**config.mk**
```make
export PLATFORM = sky130hd
export DESIGN_NAME = rsnh_mac
export DESIGN_NICKNAME = d
export VERILOG_FILES = /design/src/design/ray_sphere_nearest_hit_top_assert.svh /design/src/design/rsnh_pkg.sv /design/src/design/rsnh_mac.sv
export SDC_FILE = /design/constraint.sdc
export NUM_CORES = 2
export LEC_CHECK = 0
export BUFFER_PORTS_ARGS = -buffer_cell sky130_fd_sc_hd__buf_2
export CAP_MARGIN = 0
export CORE_UTILIZATION = 25
export CTS_CLUSTER_SIZE = 12
export DETAILED_ROUTE_END_ITERATION = 10
export PLACE_DENSITY = 0.43
export SYNTH_ARGS = -nofsm -noshare
export SYNTH_HDL_FRONTEND = slang
export SYNTH_SLANG_ARGS = --single-unit
export TNS_END_PERCENT = 50
```
**constraint.sdc**
```tcl
create_clock -name i_clk -period 11.2 [get_ports i_clk]
set_input_delay 3.36 -clock i_clk [delete_from_list [all_inputs] [get_ports i_clk]]
set_output_delay 3.36 -clock i_clk [all_outputs]
set_load 0.05 [all_outputs]
```
**src/design/ray_sphere_nearest_hit_top_assert.svh**
```systemverilog
// assertion helpers for the ray/sphere block, clocked on i_clk, reset by i_rst_n
`ifndef RAY_SPHERE_NEAREST_HIT_TOP_ASSERT_SVH
`define RAY_SPHERE_NEAREST_HIT_TOP_ASSERT_SVH

// antecedent implies consequent in the same cycle
`define RSNH_ASSERT_SAME(label, ante, cons, msg) \
    label: assert property (@(posedge i_clk) disable iff (!i_rst_n) (ante) |-> (cons)) \
        else $error(msg);

// antecedent implies consequent in the next cycle
`define RSNH_ASSERT_NEXT(label, ante, cons, msg) \
    label: assert property (@(posedge i_clk) disable iff (!i_rst_n) (ante) |=> (cons)) \
        else $error(msg);

`endif

```
**src/design/rsnh_pkg.sv**
```systemverilog
package rsnh_pkg;

    localparam int DEFAULT_MAX_SPHERES = 16;

    localparam int COORD_W   = 24;
    localparam int RAD_W     = 23;
    localparam int IDX_OUT_W = 4;
    localparam int CNT_REG_W = 5;
    localparam int DIST_W    = 23;
    localparam int ENTRY_W   = 3 * COORD_W + RAD_W;

    localparam int OPND_W = 27;
    localparam int PROD_W = 2 * OPND_W;
    localparam int ACC_W  = 102;
    localparam int RADICAND_W = 100;
    localparam int ROOT_W = 50;
    localparam int NUM_W  = 63;
    localparam int DEN_W  = 48;

    localparam logic [DIST_W-1:0] DIST_MAX = {DIST_W{1'b1}};

    localparam logic KIND_WRITE = 1'b0;
    localparam logic KIND_RAY   = 1'b1;

    typedef enum logic [1:0] {
        SHIFT_0,
        SHIFT_26,
        SHIFT_52
    } t_shift;

    typedef enum logic {
        MODE_SQRT,
        MODE_DIV
    } t_iter_mode;

    typedef struct packed {
        logic                      valid;
        logic                      clear;
        logic                      neg;
        t_shift                    shift;
        logic signed [OPND_W-1:0]  op_a;
        logic signed [OPND_W-1:0]  op_b;
    } t_mac_op;

endpackage

```
**src/design/rsnh_mac.sv**
```systemverilog
module rsnh_mac (
    input  logic                             i_clk,
    input  logic                             i_rst_n,
    input  rsnh_pkg::t_mac_op                i_op,
    output logic signed [rsnh_pkg::ACC_W-1:0] o_acc
);
    import rsnh_pkg::*;

    logic signed [PROD_W-1:0] r_prod;
    t_mac_op                  r_ctl;
    logic signed [ACC_W-1:0]  r_acc;
    logic signed [ACC_W-1:0]  n_acc;
    logic signed [ACC_W-1:0]  term_ext;
    logic signed [ACC_W-1:0]  term_sh;
    logic signed [ACC_W-1:0]  base;

    // product stage, then shift and accumulate stage
    always_ff @(posedge i_clk) begin
        r_prod <= i_op.op_a * i_op.op_b;
        if (!i_rst_n) begin
            r_ctl.valid <= 1'b0;
        end else begin
            r_ctl <= i_op;
        end
        if (r_ctl.valid) begin
            r_acc <= n_acc;
        end
    end

    always_comb begin
        term_ext = {{(ACC_W-PROD_W){r_prod[PROD_W-1]}}, r_prod};
        unique case (r_ctl.shift)
            SHIFT_0:  term_sh = term_ext;
            SHIFT_26: term_sh = term_ext <<< 26;
            SHIFT_52: term_sh = term_ext <<< 52;
            default:  term_sh = term_ext;
        endcase
        base  = r_ctl.clear ? '0 : r_acc;
        n_acc = r_ctl.neg ? (base - term_sh) : (base + term_sh);
    end

    assign o_acc = r_acc;

endmodule

```
==> results by group <==
Drt
  – DR WL/cell: roughly 19 um
  – DRT Pass-1 Iters: 6
  – Remaining antenna violation count: 0
  – Vias per cell: ~4.6
  – DR iter-0 viols: between 2k and 2.5k
  – Total number of vias: 31.8k
  – DRC: 0
  – Total Wirelength: 134,000 um

Clock tree
  – H-tree levels: 4
  – Post-CTS Resized: 0
  – Clock transition at the registers of the reported paths: 0.08 ns
  – Latest clock arrival within the worst-skew pair: between 0.4 and 0.5 ns
  – CTS tree: built
  – CTS sink count: ~160
  – # hold bufs at CTS: 0
  – Longest Clk Path Bufs: 2
  – Num CTS Buffers: 17
  – Postcts setup bufs: 0
  – Root buf cell: clkbuf_16

Worst setup path
  – CP Data Required Time: approximately 12 ns
  – Setup CP Type: input pin to register
  – CP max FO: 17
  – WP data arrival: around 11 ns
  – Worst setup EP type: register
  – Critical path startpoint category: input pin

Timing
  – Final Cycle Share: 0.951
  – Fmax: around 94 MHz
  – Final hold violation count: 0
  – # setup viols final: 0
  – Worst hold margin: between 0.7 and 0.8 ns
  – RSZ-0062 raised after global routing: false
  – Max-slew violation count: 0
  – Min cycle time layout: 10.65 ns
  – Max_slew headroom: 0.301
  – Worst Skew: between 0.015 and 0.02 ns
  – Worst slew pin tran: roughly 1.0 ns

Die
  – I/O Pins: 163
  – Core area: 0.163 mm^2
  – Die width: approximately 410 um
  – Initial core utilization: 0.252
  – Die ar.: 0.166 mm^2
  – FP Rows: 148
  – Die Ht: between 400 and 500 um

Yosys
  – Mapped Area: just over 0.04 mm^2
  – Syn Area/Cell: around 8.7 um^2
  – Seq cells post-synth: 161
  – Cells after Synth: roughly 4.7k
  – FFs w/ async S/R, synth: 0
  – Sequential fraction of the synthesis area: 0.104
  – Yosys warnings: 0
  – Post-synth net total: ~5.8k
  – Cell variety after synth: roughly 90
  – Top_reg_cell synth: edfxtp_1
  – EDFF count, synth: between 100 and 150

GRT
  – Overflow after GRT: 0
  – Global-route wire length before repair: approximately 210,000 um
  – Largest net degree at the start of global routing: a little over 70
  – Initial antenna violation count: 2
  – Number of global-route vias before repair: 33.6k
  – Total GRT Usage: 0.164

Finish
  – Share of cells above drive strength 1: 0.0636
  – Commonest non-fill, non-tap cells in the layout: 871 x inv_1, 762 x fa_1, 570 x nand2_1, 316 x and2_1
  – Layout area overhead: 9.27%
  – Fill count: 17.6k
  – Final layout net count: between 5k and 6k
  – Finished Layout Cells: about 7k
  – Most common cell after layout, fill and taps aside: inv_1

Place
  – GPL Wtd Cong: roughly 0.85
  – I/O Buffers: roughly 160
  – Detailed Place HPWL: 115,000 um
  – Placed cells: roughly 6.9k

Run
  – Max-cap violation count: 0

Worst hold path
  – Worst hold-check path type: register to register

Status
  – Status: complete, no violations
==> stage by stage <==
step | util | setup TNS, ns | worst slack (ns) | instance area [um^2]
floorplan | - | 0 | 0.949 | 41000
global placement | 0.272 | -0.0298 | -0.0298 | 44200
detailed placement | 0.272 | -0.0175 | -0.0175 | 44200
CTS | 0.275 | 0 | 0.511 | 44800
global route | 0.275 | 0 | 0.234 | 44800
finish | 0.275 | 0 | 0.553 | 44800
==> worst paths after layout <==
check	slack [ns]	to	cells after the start	startpoint
setup reg to reg	2.82	o_acc[100]	26	r_ctl[55]
hold reg to reg	0.78	o_acc[13]	0	r_ctl[58]
setup / recovery	0.55	r_prod[53]	28	i_op[0]
hold / removal	0.78	o_acc[13]	0	r_ctl[58]
==> flip-flops by register name (all words and copies together), names as in the netlist <==
signal,flops
o_acc,102
r_ctl,5
r_prod,54
==> logic make-up (layout without fill, tap and decap cells) <==
family | after synthesis | in the layout | share of synthesized area
adders and majority gates | 1024 | 1024 | 0.452
muxes | 1 | 1 | 0.000244
AOI/OAI and AO/OA | 749 | 749 | 0.114
DFF | 161 | 161 | 0.104
and+or+nand+nor | 1446 | 1446 | 0.175
xor gates and xnor gates | 241 | 241 | 0.0515
buffers and inverters | 1112 | 1142 | 0.102
other | 0 | 1 | 0
==> synth_stat cells, types with 4 or more instances <==
master / instances / area share
inv_1: 871 / 0.080
fa_1: 762 / 0.37
nand2_1: 570 / 0.052
and2_1: 316 / 0.048
a21oi_1: 262 / 0.032
ha_1: 262 / 0.080
clkbuf_1: 219 / 0.020
nor2_1: 202 / 0.018
xnor2_1: 148 / 0.032
o21ai_0: 146 / 0.018
nor2b_1: 120 / 0.018
edfxtp_1: 106 / 0.078
xor2_1: 93 / 0.020
a21o_1: 74 / 0.014
dfxtp_1: 55 / 0.027
nand3_1: 47 / 0.0057
a31oi_1: 44 / 0.0067
o21bai_1: 43 / 0.0079
nand4_1: 39 / 0.0059
nor3_1: 38 / 0.0046
a221oi_1: 36 / 0.0077
nand2b_1: 25 / 0.0038
a22oi_1: 24 / 0.0044
nor4_1: 16 / 0.0024
o21a_1: 16 / 0.0029
o211ai_1: 15 / 0.0027
a211oi_1: 14 / 0.0026
and3_1: 14 / 0.0021
or3_1: 14 / 0.0021
buf_1: 11 / 0.0010
o31ai_1: 11 / 0.0020
buf_2: 7 / 0.00085
nor3b_1: 7 / 0.0013
o21ai_1: 6 / 0.00073
o41ai_1: 6 / 0.0013
a2111oi_0: 5 / 0.0011
a21boi_0: 5 / 0.00092
and4_1: 5 / 0.0011
or2_2: 5 / 0.00076
a22o_1: 4 / 0.00085
==> metal layers <==
layer,GRT usage,wire (um)
met1,0.242,67800
met2,0.261,59500
met5,0,0
met4,0.0312,1920
met3,0.0151,5270
==> final cells by class <==
class                           instances  area (um^2)  area share
Clock buffer                           21          503      0.0112
Timing Repair Buffer                  238         1380      0.0308
Tap cell                             2175         2720      0.0607
Sequential cell                       161         4290      0.0957
Clock inverter                         11         93.8     0.00209
Multi-Input combinational cell       3461        32500       0.726
Inverter                              872         3270      0.0730
Antenna cell                            1         2.50   0.0000558
==> critical path, stage by stage <==
cell	delay [ns]
buf_2	0.41
nand2_1	0.16
fa_1	0.55
inv_1	0.05
fa_1	0.52
fa_1	0.43
ha_1	0.30
inv_1	0.06
fa_1	0.52
inv_1	0.06
fa_1	0.53
inv_1	0.05
fa_1	0.48
inv_1	0.04
ha_1	0.37
and4_1	0.29
nand2_1	0.06
or4b_1	0.46
o211ai_1	0.20
a21oi_1	0.19
o31ai_1	0.29
buf_4	0.17
nand2_1	0.06
a2111oi_0	0.65
nor3_1	0.20
a21oi_1	0.21
mux2i_1	0.20
a211oi_1	0.05
Power is not shown: default switching activity piles up to over one toggle a cycle in this logic, so the estimate is an artifact.
