**config.mk**
```make
export PLATFORM = sky130hd
export DESIGN_NAME = rsnh_iter
export DESIGN_NICKNAME = d
export VERILOG_FILES = /design/src/design/ray_sphere_nearest_hit_top_assert.svh /design/src/design/rsnh_pkg.sv /design/src/design/rsnh_iter.sv
export SDC_FILE = /design/constraint.sdc
export NUM_CORES = 1
export LEC_CHECK = 0
export ABC_AREA = 1
export BUFFER_PORTS_ARGS = -buffer_cell sky130_fd_sc_hd__buf_4
export CELL_PAD_IN_SITES_DETAIL_PLACEMENT = 1
export CELL_PAD_IN_SITES_GLOBAL_PLACEMENT = 1
export CORE_ASPECT_RATIO = 1.5
export CORE_MARGIN = 3
export CORE_UTILIZATION = 24
export DETAILED_ROUTE_END_ITERATION = 10
export PLACE_DENSITY_LB_ADDON = 0.1
export SLEW_MARGIN = 20
export SYNTH_ARGS = -nofsm -noshare
export SYNTH_HDL_FRONTEND = slang
export SYNTH_SLANG_ARGS = --single-unit
```
**constraint.sdc**
```tcl
create_clock -name i_clk -period 11.8 [get_ports i_clk]
set_input_delay 1.18 -clock i_clk [delete_from_list [all_inputs] [get_ports i_clk]]
set_output_delay 1.18 -clock i_clk [all_outputs]
set_load 0.05 [all_outputs]
```
**src/design/ray_sphere_nearest_hit_top_assert.svh**
```systemverilog
// assertion helpers for the ray/sphere block, clocked on i_clk, reset by i_rst_n
`ifndef RAY_SPHERE_NEAREST_HIT_TOP_ASSERT_SVH
`define RAY_SPHERE_NEAREST_HIT_TOP_ASSERT_SVH

// antecedent implies consequent in the same cycle
`define RSNH_ASSERT_SAME(label, ante, cons, msg) \
    label: assert property (@(posedge i_clk) disable iff (!i_rst_n) (ante) |-> (cons)) \
        else $error(msg);

// antecedent implies consequent in the next cycle
`define RSNH_ASSERT_NEXT(label, ante, cons, msg) \
    label: assert property (@(posedge i_clk) disable iff (!i_rst_n) (ante) |=> (cons)) \
        else $error(msg);

`endif

```
**src/design/rsnh_pkg.sv**
```systemverilog
package rsnh_pkg;

    localparam int DEFAULT_MAX_SPHERES = 16;

    localparam int COORD_W   = 24;
    localparam int RAD_W     = 23;
    localparam int IDX_OUT_W = 4;
    localparam int CNT_REG_W = 5;
    localparam int DIST_W    = 23;
    localparam int ENTRY_W   = 3 * COORD_W + RAD_W;

    localparam int OPND_W = 27;
    localparam int PROD_W = 2 * OPND_W;
    localparam int ACC_W  = 102;
    localparam int RADICAND_W = 100;
    localparam int ROOT_W = 50;
    localparam int NUM_W  = 63;
    localparam int DEN_W  = 48;

    localparam logic [DIST_W-1:0] DIST_MAX = {DIST_W{1'b1}};

    localparam logic KIND_WRITE = 1'b0;
    localparam logic KIND_RAY   = 1'b1;

    typedef enum logic [1:0] {
        SHIFT_0,
        SHIFT_26,
        SHIFT_52
    } t_shift;

    typedef enum logic {
        MODE_SQRT,
        MODE_DIV
    } t_iter_mode;

    typedef struct packed {
        logic                      valid;
        logic                      clear;
        logic                      neg;
        t_shift                    shift;
        logic signed [OPND_W-1:0]  op_a;
        logic signed [OPND_W-1:0]  op_b;
    } t_mac_op;

endpackage

```
**src/design/rsnh_iter.sv**
```systemverilog
module rsnh_iter (
    input  logic                              i_clk,
    input  logic                              i_rst_n,
    input  logic                              i_start,
    input  rsnh_pkg::t_iter_mode              i_mode,
    input  logic [rsnh_pkg::RADICAND_W-1:0]   i_radicand,
    input  logic [rsnh_pkg::NUM_W-1:0]        i_num,
    input  logic [rsnh_pkg::DEN_W-1:0]        i_den,
    output logic                              o_done,
    output logic [rsnh_pkg::NUM_W-1:0]        o_result
);
    import rsnh_pkg::*;

    localparam int REM_W      = 54;
    localparam int SQRT_STEPS = RADICAND_W / 2;
    localparam int DIV_STEPS  = NUM_W;
    localparam int CNT_W      = $clog2(DIV_STEPS + 1);

    logic [RADICAND_W-1:0] r_shreg;
    logic [REM_W-1:0]      r_rem;
    logic [NUM_W-1:0]      r_q;
    logic [DEN_W-1:0]      r_den;
    logic [CNT_W-1:0]      r_cnt;
    t_iter_mode            r_mode;
    logic                  r_busy;
    logic                  r_done;

    logic [REM_W-1:0] x_val;
    logic [REM_W-1:0] y_val;
    logic [REM_W:0]   diff;
    logic             ge;

    // one restoring step per cycle, shared by root and quotient
    always_comb begin
        if (r_mode == MODE_SQRT) begin
            x_val = {r_rem[REM_W-3:0], r_shreg[RADICAND_W-1 -: 2]};
            y_val = {2'b00, r_q[ROOT_W-1:0], 2'b01};
        end else begin
            x_val = {r_rem[REM_W-2:0], r_shreg[RADICAND_W-1]};
            y_val = {{(REM_W-DEN_W){1'b0}}, r_den};
        end
        diff = {1'b0, x_val} - {1'b0, y_val};
        ge   = !diff[REM_W];
    end

    always_ff @(posedge i_clk) begin
        if (!i_rst_n) begin
            r_busy <= 1'b0;
            r_done <= 1'b0;
        end else begin
            r_done <= 1'b0;
            if (i_start) begin
                r_busy <= 1'b1;
                r_mode <= i_mode;
                r_rem  <= '0;
                r_q    <= '0;
                r_den  <= i_den;
                if (i_mode == MODE_SQRT) begin
                    r_shreg <= i_radicand;
                    r_cnt   <= CNT_W'(SQRT_STEPS);
                end else begin
                    r_shreg <= {i_num, {(RADICAND_W-NUM_W){1'b0}}};
                    r_cnt   <= CNT_W'(DIV_STEPS);
                end
            end else if (r_busy) begin
                r_rem <= ge ? diff[REM_W-1:0] : x_val;
                r_q   <= {r_q[NUM_W-2:0], ge};
                if (r_mode == MODE_SQRT) begin
                    r_shreg <= r_shreg << 2;
                end else begin
                    r_shreg <= r_shreg << 1;
                end
                r_cnt <= r_cnt - 1'b1;
                if (r_cnt == CNT_W'(1)) begin
                    r_busy <= 1'b0;
                    r_done <= 1'b1;
                end
            end
        end
    end

    assign o_done   = r_done;
    assign o_result = r_q;

endmodule

```
==> results_dict.tcl, run 1 <==
set metrics [dict create \
    diodes 0 \
    numCtsBuffers 36 \
    core_um2 74200 \
    wirelength_um 73700 \
    critical_path.max_stage_delay_ps 730 \
    yosysMostFrequentCell "nand2_1" \
    r2r-start "r_mode$_DFFE_PP_" \
    syn_nets 2772 \
    r2r_end "r_rem[0]$_SDFFCE_PP0P_" \
    startpoint_type "register" \
    fin_crit_sh_pct 47.6 \
    syn_inst 2502 \
    clkLatencyLatePin_ps 560 \
    synthArstFlopShare_pct 0 \
    ant_nets 0 \
    grt_max_degree 163 \
    clock_sink_count 273 \
    crit_chain "inv_8 -> buf_4 -> o21ai_0 -> ha_1 -> nand2_1 -> inv_1 -> nand2_1 -> nand2_1 -> inv_1 -> nand2_1 -> nand2_1 -> nand3_2 -> nand2_1 -> nand3_4 -> buf_4 -> inv_2 -> nand2_1 -> nand2_1 -> nor2_1" \
    cts_root_buffer "clkbuf_16" \
    setup-tns-final_ps 0 \
    finalSetupViolations 0 \
    n_fill_cell 9133 \
    antenna_found_initial 2 \
    cts_resized 0 \
    relSlewSlack_pct 29.6 \
    cellLeakagePower_nw 10.6 \
    grt.total_usage_pct 18.3 \
    max_freq_mhz 178 \
    hold_depth 2 \
    areaGrowthSynthToFinish_pct 23.2 \
    arrival_ps 5930 \
    h-tree-depth 2 \
    synth_top_cells_by_area "edfxtp_1, nand2_1, inv_1" \
    routed_via_density 4.53 \
    worst_r2r_path_depth 19 \
    power_density_nw_per_um2 161 \
    synth-main-ff-cell "edfxtp_1" \
    hold_viol 0 \
    rsz0062_at_grt "false" \
    portBuffers 278 \
    critPathTopFamily "buffers and inverters" \
    drc_errors 0 \
    avgSynthCellArea_um2 7.23 \
    ys_ff_latch 273 \
    cp_max_fo 162 \
    rows 122 \
    drv_slew 0 \
    fp.dieH_um 342 \
    place.gp.congestion 0.889 \
    grt_pass1_vias 18200 \
    drt_iter0_drc 710 \
    outcome "finished, final reports clean" \
    final_core_util_pct 30.1 \
    drive_above_1_share_pct 13.0 \
    peakVddDrop_mv 0.0927 \
    clock_skew_ps 23.0 \
    grt_pass1_wl_um 111000 \
    crit_top_cell "nand2_1" \
    first_pass_iters 5 \
    synth_area_leader_cell "edfxtp_1" \
    r2r_setup_slack_ps 6190 \
    synth-edff-count 271 \
    worst_pin_slew_ps 1060 \
    holdWs_ps 543 \
    crit_start "r_mode$_DFFE_PP_" \
    worstPathRequired_ps 12120 \
    dieArea_um2 78800 \
    grt_overflow 0 \
    fin_crit_ps 5610 \
    start_util_pct 24.4 \
    cts_setup_buffers 0 \
    yosysWarningCount 0 \
    cts_tree "yes" \
    hpwlAfterDp_um 55900 \
    synth_commonest_cells "nand2_1, inv_1, edfxtp_1, nor2_1, nand3_1" \
    io-pin-count 279 \
    syn-cell-area_um2 18100 \
    fp.dieW_um 230 \
    nNetsFinal 2994 \
    cp_num_buf_inv 6 \
    synth_top_area_share_pct 45.0 \
    path_clk_slew_ps 60 \
    crit_slowest_cell "buf_4" \
    drv_cap 0 \
    cts.path.max_buffers 3 \
    placed_cells 3678 \
    yosys.cell_types.count 36 \
    avgRoutedWirePerCell_um 19.7 \
    crit_end "r_rem[0]$_SDFFCE_PP0P_" \
    synth_seq_area_share_pct 45.2 \
    fin_cells 3744 \
    min_path_type "reg2reg" \
    criticalPathCategory "reg2reg" \
    cp-end-kind "register" \
    holdBufCountCts 0 \
    vias 16900 \
    cp.depth 19 \
]
[report_power, final]
part	switching, mW	internal [mW]
clock network	0.460	0.657
registers	0.0529	1.21
logic	0.835	0.371
total	1.35	2.24
[flip-flops by register name, summed over array words and instances (netlist names)]
name and cells:
r_mode 1, r_cnt 6, o_result 63, r_den 48, r_shreg 100, r_busy 1
o_done 1, r_rem 53
[worst min path at each step]
stage	slack, ps	startpoint	end
3_3_place_gp	520	r_busy$_SDFF_PN0_	o_done$_SDFF_PP0_
6_report	540	r_busy$_SDFF_PN0_	o_done$_SDFF_PP0_
4_1_cts	540	r_busy$_SDFF_PN0_	o_done$_SDFF_PP0_
5_1_grt	570	r_busy$_SDFF_PN0_	o_done$_SDFF_PP0_
3_5_place_dp	530	r_busy$_SDFF_PN0_	o_done$_SDFF_PP0_
2_1_floorplan	430	r_busy$_SDFF_PN0_	o_done$_SDFF_PP0_
[worst register-to-register path: stages, from the launching register on]
cell,delay (ps)
edfxtp_1,500
inv_8,640
buf_4,750
o21ai_0,510
ha_1,480
nand2_1,110
inv_1,50
nand2_1,60
nand2_1,60
inv_1,50
nand2_1,70
nand2_1,80
nand3_2,110
nand2_1,130
nand3_4,420
buf_4,460
inv_2,620
nand2_1,140
nand2_1,100
nor2_1,50
[layout make-up]
class / count / area, um^2 / share of cell area, %
Sequential cell: 273 / 8180 / 36.7
Timing Repair Buffer: 287 / 2180 / 9.79
Multi-Input combinational cell: 1724 / 8010 / 35.9
Clock buffer: 46 / 981 / 4.40
Tap cell: 992 / 1240 / 5.57
Clock inverter: 20 / 188 / 0.842
Inverter: 402 / 1520 / 6.81
[cell usage in the layout (no fill, tap or decap), types with 2 or more instances in the layout]
cell type,count
nor3_1,8
xor2_1,25
ha_1,54
inv_8,2
nor2_1,237
clkbuf_1,8
inv_1,396
nor2_4,2
nand3_1,198
nor4_1,2
and2_1,2
o21bai_1,4
a21oi_1,44
clkinv_1,7
o21ai_0,151
nand3b_1,2
bufinv_16,3
a21o_1,2
nand2_2,2
nor2_2,4
clkinv_2,7
o21ai_1,20
buf_4,284
edfxtp_1,271
inv_2,4
nand2_1,882
or2_2,3
o211ai_1,62
nand4_1,9
a21boi_0,2
buf_12,2
clkbuf_16,38
dfxtp_1,2
[stage by stage]
stage | worst slack, ps | area, um^2 | power [mW]
after floorplan | 4950 | 18100 | 2.08
after global placement | 5990 | 21100 | 2.51
after detailed placement | 5980 | 21100 | 2.52
after CTS | 5980 | 22300 | 3.67
after global routing | 5670 | 22300 | 3.83
final | 6190 | 22300 | 3.59
[metal layers]
metal | global-route usage [%] | part of all wire (%) | vias up
li1 | - | - | 8419
met1 | 20.2 | 40 | 8147
met2 | 35.7 | 54 | 295
met3 | 2.49 | 3.3 | 85
met4 | 5.55 | 3.0 | 2
met5 | 0 | 0.012 | -
[cells by family (layout without fill, tap and decap cells)]
group | count (synthesis) | in the layout | share of synthesized area, %
AOI/OAI and AO/OA | 287 | 287 | 8.95
xor gates and xnor gates | 26 | 26 | 1.26
adders and majority gates | 55 | 55 | 3.84
buffers and inverters | 505 | 755 | 10.7
DFF | 273 | 273 | 45.2
and+or+nand+nor | 1356 | 1356 | 30.1
Power figures use the tool's default switching activity.
==> run 2: changes to the inputs <==
Clock period 11.8 ns to 4.59 ns, I/O delays scaled along.
==> run 2 against run 1 <==
Critical path depth is 1 lower. Flip-flop and latch count unchanged. Sequential share of layout area down 0.29 points. Clock skew up 4.1 ps. Total power rose to 2.6 times the previous value. Register-to-register slack worse by 5700 ps. Count of clock-buffer cells in the layout is 2 lower. Sequential power grew to 2.6 times the previous value. Non-clock buffer count increased by 25. Combinational power grew to 2.6 times the previous value. Highest routed layer unchanged. Global-route usage up 0.10 points. Largest cell class unchanged.
==> results_dict.tcl, run 2 (same netlist as run 1, synthesis figures left out) <==
set metrics [dict create \
    cts_tree "yes" \
    hold_viol 0 \
    grt_max_degree 99 \
    cts_resized 0 \
    drive_above_1_share_pct 13.9 \
    path_clk_slew_ps 70 \
    cellLeakagePower_nw 10.7 \
    cp-end-kind "register" \
    grt.total_usage_pct 18.4 \
    core_um2 74200 \
    antenna_found_initial 1 \
    final_cell_mix "nand2_1, inv_1, buf_4" \
    arrival_ps 4450 \
    cp_max_fo 98 \
    fin_cells 3763 \
    areaGrowthSynthToFinish_pct 24.2 \
    drt_iter0_drc 758 \
    avgRoutedWirePerCell_um 19.7 \
    power_density_nw_per_um2 413 \
    fp.dieW_um 230 \
    drc_errors 0 \
    clock_power_share_pct 30.8 \
    grt_pass1_vias 18200 \
    ant_nets 0 \
    grt_overflow 0 \
    rsz0062_at_grt "false" \
    relSlewSlack_pct 35.1 \
    worstPathRequired_ps 4910 \
    rows 122 \
    hold_depth 1 \
    comb_power_share_pct 34.2 \
    clock_sink_count 273 \
    numCtsBuffers 34 \
    hpwlAfterDp_um 56700 \
    worst_pin_slew_ps 973 \
    max_freq_mhz 242 \
    setup-tns-final_ps 0 \
    criticalPathCategory "reg2reg" \
    diodes 0 \
    nNetsFinal 3017 \
    routed_via_density 4.55 \
    wirelength_um 74200 \
    io-pin-count 279 \
    n_fill_cell 9182 \
    largest_reg_flops 100 \
    fp.dieH_um 342 \
    fin_crit_sh_pct 89.9 \
    cts_setup_buffers 0 \
    final_common_cell "nand2_1" \
    start_util_pct 24.4 \
    dieArea_um2 78800 \
    clkLatencyLatePin_ps 570 \
    portBuffers 278 \
    p_sw_share_pct 38.1 \
    placed_cells 3703 \
    seq_power_share_pct 35.0 \
    clock_skew_ps 27.1 \
    drv_cap 0 \
    cts.path.max_buffers 3 \
    min_path_type "in2reg" \
    place.gp.congestion 0.882 \
    finalSetupViolations 0 \
    startpoint_type "register" \
    holdBufCountCts 0 \
    drv_slew 0 \
    vias 17100 \
    first_pass_iters 4 \
    outcome "finished, final reports clean" \
    cts_root_buffer "clkbuf_16" \
    top_register "r_shreg" \
    worst_r2r_path_depth 18 \
    fin_crit_ps 4130 \
    power_switching_mw 3.53 \
    h-tree-depth 2 \
    peakVddDrop_mv 0.249 \
    grt_pass1_wl_um 112000 \
    intPower_mw 5.75 \
]
## run 2: changes by cell type in the layout (fill, tap and decap cells not counted), moves of 2 or more
cell and delta:
buf_4 +22, clkinv_1 -6, clkbuf_16 -4, buf_12 +3
clkinv_2 -3, clkbuf_8 +2, inv_6 +2
## run 2: stage by stage
stage	util (%)	setup slack (ps)	hold WS (ps)	cell area (um^2)	power (mW)
after detailed placement	28.8	348	553	21400	6.54
after global routing	30.3	126	41.9	22500	9.90
after CTS	30.3	312	35.3	22500	9.48
final	30.3	465	70.1	22500	9.28
after floorplan	-	625	448	18100	5.33
after global placement	28.8	444	545	21400	6.52
## run 2: metal layers
metal	global-route usage (%)	wire length, um	vias up
li1	-	-	8467
met1	20.5	29400	8275
met2	35.5	40200	287
met3	2.53	2400	88
met4	5.82	2240	2
met5	0	13	-
## run 2: path summary, 6_finish.rpt
path / startpoint / end / slack, ps
max: r_mode$_DFFE_PP_ / r_rem[44]$_SDFFCE_PP0P_ / 460
min: i_den[39] / r_den[39]$_DFFE_PP_ / 70
min reg2reg: o_result[52]$_SDFFCE_PP0P_ / o_result[53]$_SDFFCE_PP0P_ / 560
max reg2reg: r_mode$_DFFE_PP_ / r_rem[44]$_SDFFCE_PP0P_ / 460
## run 2: power groups by stage
stage	clock (mW)	combinational (mW)	sequential [mW]
final	2.86	3.18	3.25
after detailed placement	0	3.24	3.30
after global routing	3.04	3.58	3.27
after CTS	2.97	3.26	3.25
after global placement	0	3.23	3.29
after floorplan	0	1.90	3.42
## run 2: final cells by class
class / count / area [um^2] / area share (%)
clock inverters: 16 / 214 / 0.952
well taps: 992 / 1240 / 5.52
clock buffers: 44 / 908 / 4.04
inverters: 402 / 1520 / 6.76
repair buffers: 312 / 2410 / 10.7
flip-flops and latches: 273 / 8180 / 36.4
multi-input cells: 1724 / 8010 / 35.6
## run 2: critical path, stage by stage (launching register included)
cell,delay [ps]
edfxtp_1,510
inv_8,420
or2_2,190
o21ai_0,140
ha_1,290
fa_1,410
inv_1,190
nand3_1,110
nand2_2,140
nand2_1,70
nand2_1,190
nand2_1,110
nand3_2,140
nand2_1,80
nand3_2,120
buf_4,380
nand3_1,180
nand2_1,90
inv_1,40
