### src/design/ray_sphere_nearest_hit_top_assert.svh
// assertion helpers for the ray/sphere block, clocked on i_clk, reset by i_rst_n
`ifndef RAY_SPHERE_NEAREST_HIT_TOP_ASSERT_SVH
`define RAY_SPHERE_NEAREST_HIT_TOP_ASSERT_SVH

// antecedent implies consequent in the same cycle
`define RSNH_ASSERT_SAME(label, ante, cons, msg) \
    label: assert property (@(posedge i_clk) disable iff (!i_rst_n) (ante) |-> (cons)) \
        else $error(msg);

// antecedent implies consequent in the next cycle
`define RSNH_ASSERT_NEXT(label, ante, cons, msg) \
    label: assert property (@(posedge i_clk) disable iff (!i_rst_n) (ante) |=> (cons)) \
        else $error(msg);

`endif

### src/design/rsnh_ram.sv
module rsnh_ram #(
    parameter int WIDTH  = 8,
    parameter int DEPTH  = 16,
    parameter int ADDR_W = (DEPTH > 1) ? $clog2(DEPTH) : 1
) (
    input  logic              i_clk,
    input  logic              i_we,
    input  logic [ADDR_W-1:0] i_waddr,
    input  logic [WIDTH-1:0]  i_wdata,
    input  logic [ADDR_W-1:0] i_raddr,
    output logic [WIDTH-1:0]  o_rdata
);

    logic [WIDTH-1:0] r_mem [DEPTH];
    logic [WIDTH-1:0] r_rdata;

    always_ff @(posedge i_clk) begin
        if (i_we) begin
            r_mem[i_waddr] <= i_wdata;
        end
        r_rdata <= r_mem[i_raddr];
    end

    assign o_rdata = r_rdata;

endmodule

### config.mk
export PLATFORM = sky130hd
export DESIGN_NAME = rsnh_ram
export DESIGN_NICKNAME = d
export VERILOG_FILES = /design/src/design/ray_sphere_nearest_hit_top_assert.svh /design/src/design/rsnh_ram.sv
export SDC_FILE = /design/constraint.sdc
export NUM_CORES = 1
export LEC_CHECK = 0
export ABC_AREA = 1
export ABC_CLOCK_PERIOD_IN_PS = 2450
export BUFFER_PORTS_ARGS = -buffer_cell sky130_fd_sc_hd__clkbuf_2
export CORE_MARGIN = 3
export CORE_UTILIZATION = 55
export DETAILED_ROUTE_END_ITERATION = 7
export PLACE_DENSITY = 0.72
export SETUP_SLACK_MARGIN = 0.4
export SYNTH_ARGS = -nofsm -noshare
export SYNTH_HDL_FRONTEND = slang
export SYNTH_SLANG_ARGS = --single-unit
### constraint.sdc
create_clock -name i_clk -period 2.45 [get_ports i_clk]
set_clock_uncertainty 0.1 [all_clocks]
set_input_delay 0.245 -clock i_clk [delete_from_list [all_inputs] [get_ports i_clk]]
set_output_delay 0.245 -clock i_clk [all_outputs]
set_load 0.01 [all_outputs]
==> impl_metrics.yaml, run 1 <==
clocking:
  postCtsSetupRepairBufs: 0
  cts_hold_buffers: 0
  cts_buffer_depth: 2
  cts_sinks: 136
  cts_tree: "done"
  htreeDepth: 4
  insertion_delay_ps: 530
  cts_resized: 0
  root_buffer: "clkbuf_8"
  cts_buffers: 17
  clkTransAtPathRegs_ps: 60
logic_synthesis:
  synth-adder-area-share: 0
  yosys.area_share.simple: 0.210
  synth_cell_type_count: 12
  yosysMostFrequentCell: "nand2_1"
  netlist_instances: 551
  synth_edf_count: 128
  ys_ff_latch: 136
  synthFlopType: "edfxtp_1"
  synthXorXnorAreaFrac: 0
  synth_area_leader_cell: "edfxtp_1"
  ys_top_cells_by_count: "nand2_1, edfxtp_1, inv_1, nand3_1, nor2_1"
  async_flop_share: 0
  synth_top_family_by_area: "simple AND/OR/NAND/NOR gates"
  avgSynthCellArea_sq_um: 10.5
  synth_mux_area_frac: 0
  syn-num-nets: 569
  synth.area.top_cells: "edfxtp_1, nand2_1, nand3_1, inv_1, dfxtp_1"
  yosysTopAreaCellShare: 0.667
  yosys_warnings: 0
  ys_seq_area_frac: 0.694
  synth-compound-area-share: 0
  syn_area_sq_um: 5770
sta:
  rsz0062_at_grt: "false"
  slew-limit-headroom: 0.402
  fmax_mhz: 719
  fin_crit_ps: 1390
  hold_violations: 0
  worst_pin_slew_ps: 894
  setup_viol: 0
  maxSlewViolCount: 0
  min_period_over_period: 0.568
  hold_slack_ps: 11.5
  fin_tns_setup_ps: 0
drt:
  vias: 3873
  drc_errors: 0
  vias_per_cell: 5.37
  antenna_left: 0
  drt_pass1_iterations: 6
  wl_per_cell_um: 17.8
  wirelength_um: 12900
  drtIter0Drc: 373
floorplan:
  dieWidth_um: 108
  core-area_sq_um: 10000
  die_y_um: 108
  placementRows: 36
  ios: 26
  start_util: 0.577
  die_area_sq_um: 11700
power_and_ir_drop:
  irDropWorstVdd_mv: 0.477
  power_density_nw_per_um2: 869
  cellLeakagePower_nw: 2.86
place:
  dpl.hpwl_um: 7770
  place_inst: 689
  dpl_cell_area_sq_um: 5930
  routabilityCongestion: 0.865
  numPortBuffers: 25
critical_path:
  critPathMaxFanout: 1
  cp-start-kind: "register"
  crit_family: "flip-flops"
  crit_path_max_incr_delay_ps: 370
  required_ps: 2110
  crit_slowest_cell: "dfxtp_1"
  arrival_ps: 1050
  cp-end-kind: "output port"
  critPathKind: "reg -> out"
  worst-path-buf-inv: 1
  worstPathCellList: "clkbuf_2"
hold_path:
  hold_class: "in -> reg"
global_route:
  grt_pass1_vias: 3730
  use_met1: 0.322
  use_met2: 0.375
  grt_start_max_net_pins: 65
  use_met3: 0.0561
  grt-ovfl-total: 0
  grt_pass1_wl_um: 20300
  antenna_found_initial: 0
  busiest_layer: "met2"
  grtUsageTotal: 0.238
job:
  drv_cap: 0
final_layout:
  antenna_cells: 0
  syn2layout_area_growth_pct: 14.1
  final_nets: 593
  final_util: 0.658
  fin_area_sq_um: 6580
  drive_gt1_frac: 0.102
  final_cells: 721
status:
  outcome: "finished clean"
layout by cell type, fill, tap and decap left out, types with 3 or more instances in the layout:
cell type	netlist	layout
clkinv_2	0	3
nor2_1	17	17
dfxtp_1	8	8
bufinv_16	0	6
nand3_1	97	97
buf_4	4	3
edfxtp_1	128	128
nand2_1	173	173
inv_1	100	100
clkbuf_2	0	25
clkbuf_16	0	16
final timing paths:
check,from,to,slack (ps),depth (start not counted)
max,o_rdata[1],o_rdata[1],1060,1
min,i_raddr[3],o_rdata[6],10,3
max reg2reg,r_mem[1][4],o_rdata[4],1280,6
min reg2reg,r_mem[11][6],o_rdata[6],580,6
layout make-up:
type                            count  area (sq um)
Clock buffer                       19           422
Tap cell                          133           166
Multi-Input combinational cell    289          1210
Clock inverter                     13           225
Fill cell                         798          3420
Sequential cell                   136          4000
Timing Repair Buffer               29           168
Inverter                          102           383
metal layers:
metal | vias up | share of wire
li1 | 1823 | -
met4 | 0 | 0.028
met5 | - | 0
met3 | 36 | 0.085
met2 | 189 | 0.48
met1 | 1825 | 0.41
worst reg2reg max path, delay by kind of cell, from the launching register on:
family	cells	cell delay [ps]
buffers and inverters	1	60
and+or+nand+nor	5	540
DFF	1	370
where the power goes:
group          switching, mW  leakage (nW)  internal [mW]
Sequential            0.0199          1.22           2.60
Clock                  0.933         0.318           1.85
Combinational          0.224          1.32         0.0854
state kept, by name (all words and copies together), names as in the netlist:
signal,count
r_mem,128
o_rdata,8
metrics by stage:
step / setup WS, ps / power (mW)
after CTS: 1050 / 5.74
after detailed placement: 621 / 2.98
after floorplan: 1150 / 2.85
after global routing: 1030 / 5.89
after global placement: 695 / 2.97
final: 1060 / 5.72
kinds of logic after synthesis:
family / Yosys count
AND/OR/NAND/NOR: 289
buffers and inverters: 126
flip-flops: 136
No activity file was read; power rests on OpenSTA's default activity.
==> run 2, diff against run 1 <==
--- a/config.mk
+++ b/config.mk
@@ -6,7 +6,7 @@
 export NUM_CORES = 1
 export LEC_CHECK = 0
 export ABC_AREA = 1
-export ABC_CLOCK_PERIOD_IN_PS = 2450
+export ABC_CLOCK_PERIOD_IN_PS = 1300
 export BUFFER_PORTS_ARGS = -buffer_cell sky130_fd_sc_hd__clkbuf_2
 export CORE_MARGIN = 3
 export CORE_UTILIZATION = 55
==> constraint.sdc (replaced) <==
create_clock -name i_clk -period 1.3 [get_ports i_clk]
set_clock_uncertainty 0.1 [all_clocks]
set_input_delay 0.13 -clock i_clk [delete_from_list [all_inputs] [get_ports i_clk]]
set_output_delay 0.13 -clock i_clk [all_outputs]
set_load 0.01 [all_outputs]
==> impl_metrics.yaml, run 2 (synthesized netlist as in run 1, its figures left out) <==
status:
  outcome: "finished clean"
drt:
  vias_per_cell: 5.22
  wirelength_um: 12900
  vias: 3869
  drtIter0Drc: 273
  drt_pass1_iterations: 5
  antenna_left: 0
  drc_errors: 0
  wl_per_cell_um: 17.5
hold_path:
  hold_class: "in -> reg"
  hold_path_end: "r_mem[3][6]"
  hold_path_depth: 1
  min_from: "i_wdata[6]"
global_route:
  grt_pass1_wl_um: 19800
  antenna_found_initial: 0
  grt-ovfl-total: 0
  grtUsageTotal: 0.236
  grt_pass1_vias: 3806
  grt_start_max_net_pins: 33
sta:
  hold_violations: 0
  fin_tns_setup_ps: 0
  worst_pin_slew_ps: 460
  min_period_over_period: 0.926
  slew-limit-headroom: 0.693
  maxSlewViolCount: 0
  fmax_mhz: 831
  setup_viol: 0
  fin_crit_ps: 1200
  rsz0062_at_grt: "true"
final_layout:
  drive_gt1_frac: 0.281
  syn2layout_area_growth_pct: 23.3
  mostFrequentLayoutCell: "nand2_1"
  final_nets: 613
  final_util: 0.711
  final-seq-area_sq_um: 4010
  final_cell_mix: "nand2_1, edfxtp_1, inv_1"
  regMostFlops: "r_mem"
  nFillCells: 691
  antenna_cells: 0
  multi_input_area_sq_um: 1620
  largest_reg_flops: 128
clocking:
  cts_buffer_depth: 2
  htreeDepth: 4
  clkTransAtPathRegs_ps: 60
  root_buffer: "clkbuf_8"
  insertion_delay_ps: 520
  cts_buffers: 17
  cts_sinks: 136
  cts_tree: "done"
floorplan:
  start_util: 0.577
  ios: 26
  core-area_sq_um: 10000
  die_area_sq_um: 11700
  dieWidth_um: 108
  die_y_um: 108
  placementRows: 36
power_and_ir_drop:
  power_density_nw_per_um2: 1390
  p_switching_mw: 2.19
  cellLeakagePower_nw: 3.05
  intPower_mw: 7.68
  clock_power_share: 0.423
  combPwrFrac: 0.077
  p_seq_frac: 0.501
  sw_frac_of_total: 0.222
  irDropWorstVdd_mv: 0.879
job:
  drv_cap: 0
critical_path:
  crit_slowest_cell: "dfxtp_2"
  arrival_ps: 970
  worstReg2RegStart: "r_mem[5][0]"
  critPathKind: "reg -> out"
  cp-start-kind: "register"
  required_ps: 1070
  crit_path_max_incr_delay_ps: 350
  cp-end-kind: "output port"
  worst-path-buf-inv: 1
  crit_family: "flip-flops"
  worstPathCellList: "buf_6"
  rr_worst_depth: 6
  timing.rr.end: "o_rdata[0]"
  critPathMaxFanout: 1
  r2r_slack_ps: 250
place:
  numPortBuffers: 25
  routabilityCongestion: 0.844
  dpl.hpwl_um: 8110
run 2: repair_timing:
item | in CTS | in global routing
buffers inserted | 0 | 0
endpoints found under the setup margin | 16 | 16
gates resized for setup | 25 | 57
endpoints found under the hold margin | 38 | 0
pin swaps | 26 | 23
hold buffers | 4 | 0
run 2: final cells by class:
cell class,count,area share
flip-flops and latches,136,0.564
multi-input cells,289,0.227
clock buffers,23,0.0670
repair buffers,49,0.0575
inverters,102,0.0542
well taps,133,0.0234
clock inverters,9,0.00686
run 2: power groups by stage:
stage / combinational, mW / sequential (mW) / clock [mW]
after floorplan: 0.392 / 5.03 / 0
after global placement: 0.634 / 5.02 / 0
after detailed placement: 0.646 / 5.03 / 0
after CTS: 0.685 / 4.94 / 4.22
after global routing: 0.826 / 4.95 / 4.40
final: 0.755 / 4.94 / 4.17
run 2: routing by layer:
layer,share of wire,global-route usage,up-vias
met5,0,0,-
met4,0.019,0.0911,0
met3,0.070,0.0585,25
met2,0.49,0.392,154
met1,0.42,0.301,1822
li1,-,-,1868
run 2: worst max path at each step:
stage | from | to | cells after the start
2_1_floorplan | i_waddr[2] | r_mem[10][0] | 2
3_3_place_gp | i_waddr[3] | r_mem[6][4] | 4
3_5_place_dp | i_waddr[3] | r_mem[4][1] | 4
4_1_cts | o_rdata[4] | o_rdata[4] | 1
5_1_grt | o_rdata[4] | o_rdata[4] | 1
6_report | o_rdata[4] | o_rdata[4] | 1
run 2: stage by stage:
step                hold slack (ps)  cell area, sq um  total power, mW  worst slack (ps)  std cells
floorplan                       129              5940             5.42               196        551
global route                   21.5              7110             10.2              64.8        741
finish                         8.82              7110             9.87              96.5        741
detailed placement              343              6240             5.67              16.2        705
CTS                           -10.4              6910             9.84              50.3        741
global placement                342              6240             5.65              36.5        705
==> run 3, diff against run 2 <==
--- a/config.mk
+++ b/config.mk
@@ -8,11 +8,13 @@
 export ABC_AREA = 1
 export ABC_CLOCK_PERIOD_IN_PS = 1300
 export BUFFER_PORTS_ARGS = -buffer_cell sky130_fd_sc_hd__clkbuf_2
-export CORE_MARGIN = 3
-export CORE_UTILIZATION = 55
+export CELL_PAD_IN_SITES_DETAIL_PLACEMENT = 2
+export CELL_PAD_IN_SITES_GLOBAL_PLACEMENT = 2
+export CORE_UTILIZATION = 40
 export DETAILED_ROUTE_END_ITERATION = 7
-export PLACE_DENSITY = 0.72
+export PLACE_DENSITY_LB_ADDON = 0.1
 export SETUP_SLACK_MARGIN = 0.4
+export SKIP_LAST_GASP = 1
 export SYNTH_ARGS = -nofsm -noshare
 export SYNTH_HDL_FRONTEND = slang
 export SYNTH_SLANG_ARGS = --single-unit
==> impl_metrics.yaml, run 3 (synthesized netlist as in run 1, its figures left out) <==
clocking:
  cts_buffers: 17
  cts_sinks: 136
  insertion_delay_ps: 430
  htreeDepth: 4
  cts_tree: "done"
  clkTransAtPathRegs_ps: 60
  cts_buffer_depth: 2
  cts_hold_buffers: 0
  root_buffer: "clkbuf_16"
final_layout:
  antenna_cells: 0
  final_cell_mix: "nand2_1, edfxtp_1, inv_1"
  drive_gt1_frac: 0.326
  syn2layout_area_growth_pct: 30.2
  mostFrequentLayoutCell: "nand2_1"
  final_util: 0.537
  final_nets: 615
  largest_reg_flops: 128
  regMostFlops: "r_mem"
power_and_ir_drop:
  power_density_nw_per_um2: 1490
  irDropWorstVdd_mv: 1.23
  finalPower_mw: 11.2
  cellLeakagePower_nw: 3.16
place:
  numPortBuffers: 25
  dpl_worst_slack_ps: -124
  routabilityCongestion: 0.783
  dpl.hpwl_um: 11000
critical_path:
  crit_slowest_cell: "edfxtp_1"
  worstPathCellList: "inv_1, nand2_1, nand3_1, nand3_4, nand3_4, nand2_1"
  crit_path_max_incr_delay_ps: 390
  worstReg2RegStart: "r_mem[3][2]"
  cp-start-kind: "register"
  timing.rr.end: "o_rdata[2]"
  cp-end-kind: "register"
  critPathKind: "reg -> reg"
  required_ps: 1520
  r2r_slack_ps: 120
  rr_worst_depth: 6
  critPathMaxFanout: 1
  arrival_ps: 1390
hold_path:
  hold_class: "in -> reg"
  hold_path_depth: 4
  min_from: "i_raddr[3]"
  hold_path_end: "o_rdata[7]"
sta:
  fmax_mhz: 851
  maxSlewViolCount: 0
  worst_slack_ps: 125
  hold_slack_ps: 112
  fin_crit_ps: 1180
  hold_violations: 0
  worst_pin_slew_ps: 599
  slew-limit-headroom: 0.600
  setup_viol: 0
  rsz0062_at_grt: "true"
  min_period_over_period: 0.904
floorplan:
  start_util: 0.412
  placementRows: 43
  core-area_sq_um: 14000
  ios: 26
  die_area_sq_um: 14900
  dieWidth_um: 122
  die_y_um: 122
status:
  outcome: "finished clean"
drt:
  vias: 4179
  maxUsedRoutingLayer: "met4"
  antenna_left: 0
  drtIter0Drc: 290
  wl_met3_um: 958
  wl_met1_um: 7920
  wirelength_um: 19900
  drt_pass1_iterations: 4
  drc_errors: 0
  vias_per_cell: 5.29
  wl_per_cell_um: 25.2
  met2_length_um: 10500
global_route:
  grt_pass1_vias: 4719
  grtUsageTotal: 0.292
  grt_pass1_wl_um: 29800
  grt-ovfl-total: 0
  grt_start_max_net_pins: 33
  antenna_found_initial: 0
job:
  drv_cap: 0
[run 3: changes by cell type in the layout (fill, tap and decap cells not counted), sizes merged]
cell and delta:
bufinv +5, clkbuf -7, clkinv +1, dlygate4sd3 -4, buf +7
[run 3: power by group]
| group | switching [mW] | internal [mW] |
|---|---|---|
| combinational | 0.636 | 0.307 |
| clock | 1.95 | 3.37 |
| sequential | 0.0458 | 4.91 |
[run 3: how the worst max path moves through the flow]
stage	endpoint	depth (start not counted)	slack, ps	start
after global placement	o_rdata[3]	8	-90	i_raddr[0]
final	o_rdata[2]	6	120	r_mem[3][2]
after CTS	o_rdata[0]	1	110	o_rdata[0]
after floorplan	r_mem[10][0]	2	200	i_waddr[2]
after global routing	o_rdata[2]	6	100	r_mem[3][2]
after detailed placement	o_rdata[3]	8	-120	i_raddr[0]
[run 3: metal layers]
| layer | up-vias | global-route usage |
|---|---|---|
| met3 | 45 | 0.0609 |
| li1 | 1869 | - |
| met1 | 2151 | 0.344 |
| met4 | 0 | 0.127 |
| met2 | 114 | 0.512 |
| met5 | - | 0.0104 |
[run 3: worst max-delay path: cells and delay by family (launching register included)]
family | cells | cell delay (ps)
flops | 1 | 390
simple gates | 5 | 460
buf+inv | 1 | 100
[run 3: layout make-up]
type                    count  area, sq um
fillers                  1360         6480
flip-flops and latches    136         4010
repair buffers             51          504
well taps                 180          225
clock inverters            15          208
clock buffers              17          425
multi-input cells         289         1750
inverters                 102          385
[run 3: stage by stage]
step,TNS (ps),std cells,instance area (sq um)
global route,0,790,7510
CTS,0,790,7310
global placement,-355,757,6390
floorplan,0,551,5940
detailed placement,-2300,757,6390
finish,0,790,7510
[run 3: what timing repair did]
item	4_1_cts	5_1_grt
cloned	0	0
pin swaps	42	23
buffers inserted	1	0
resized for setup	67	58
setup endpoints to repair	32	72
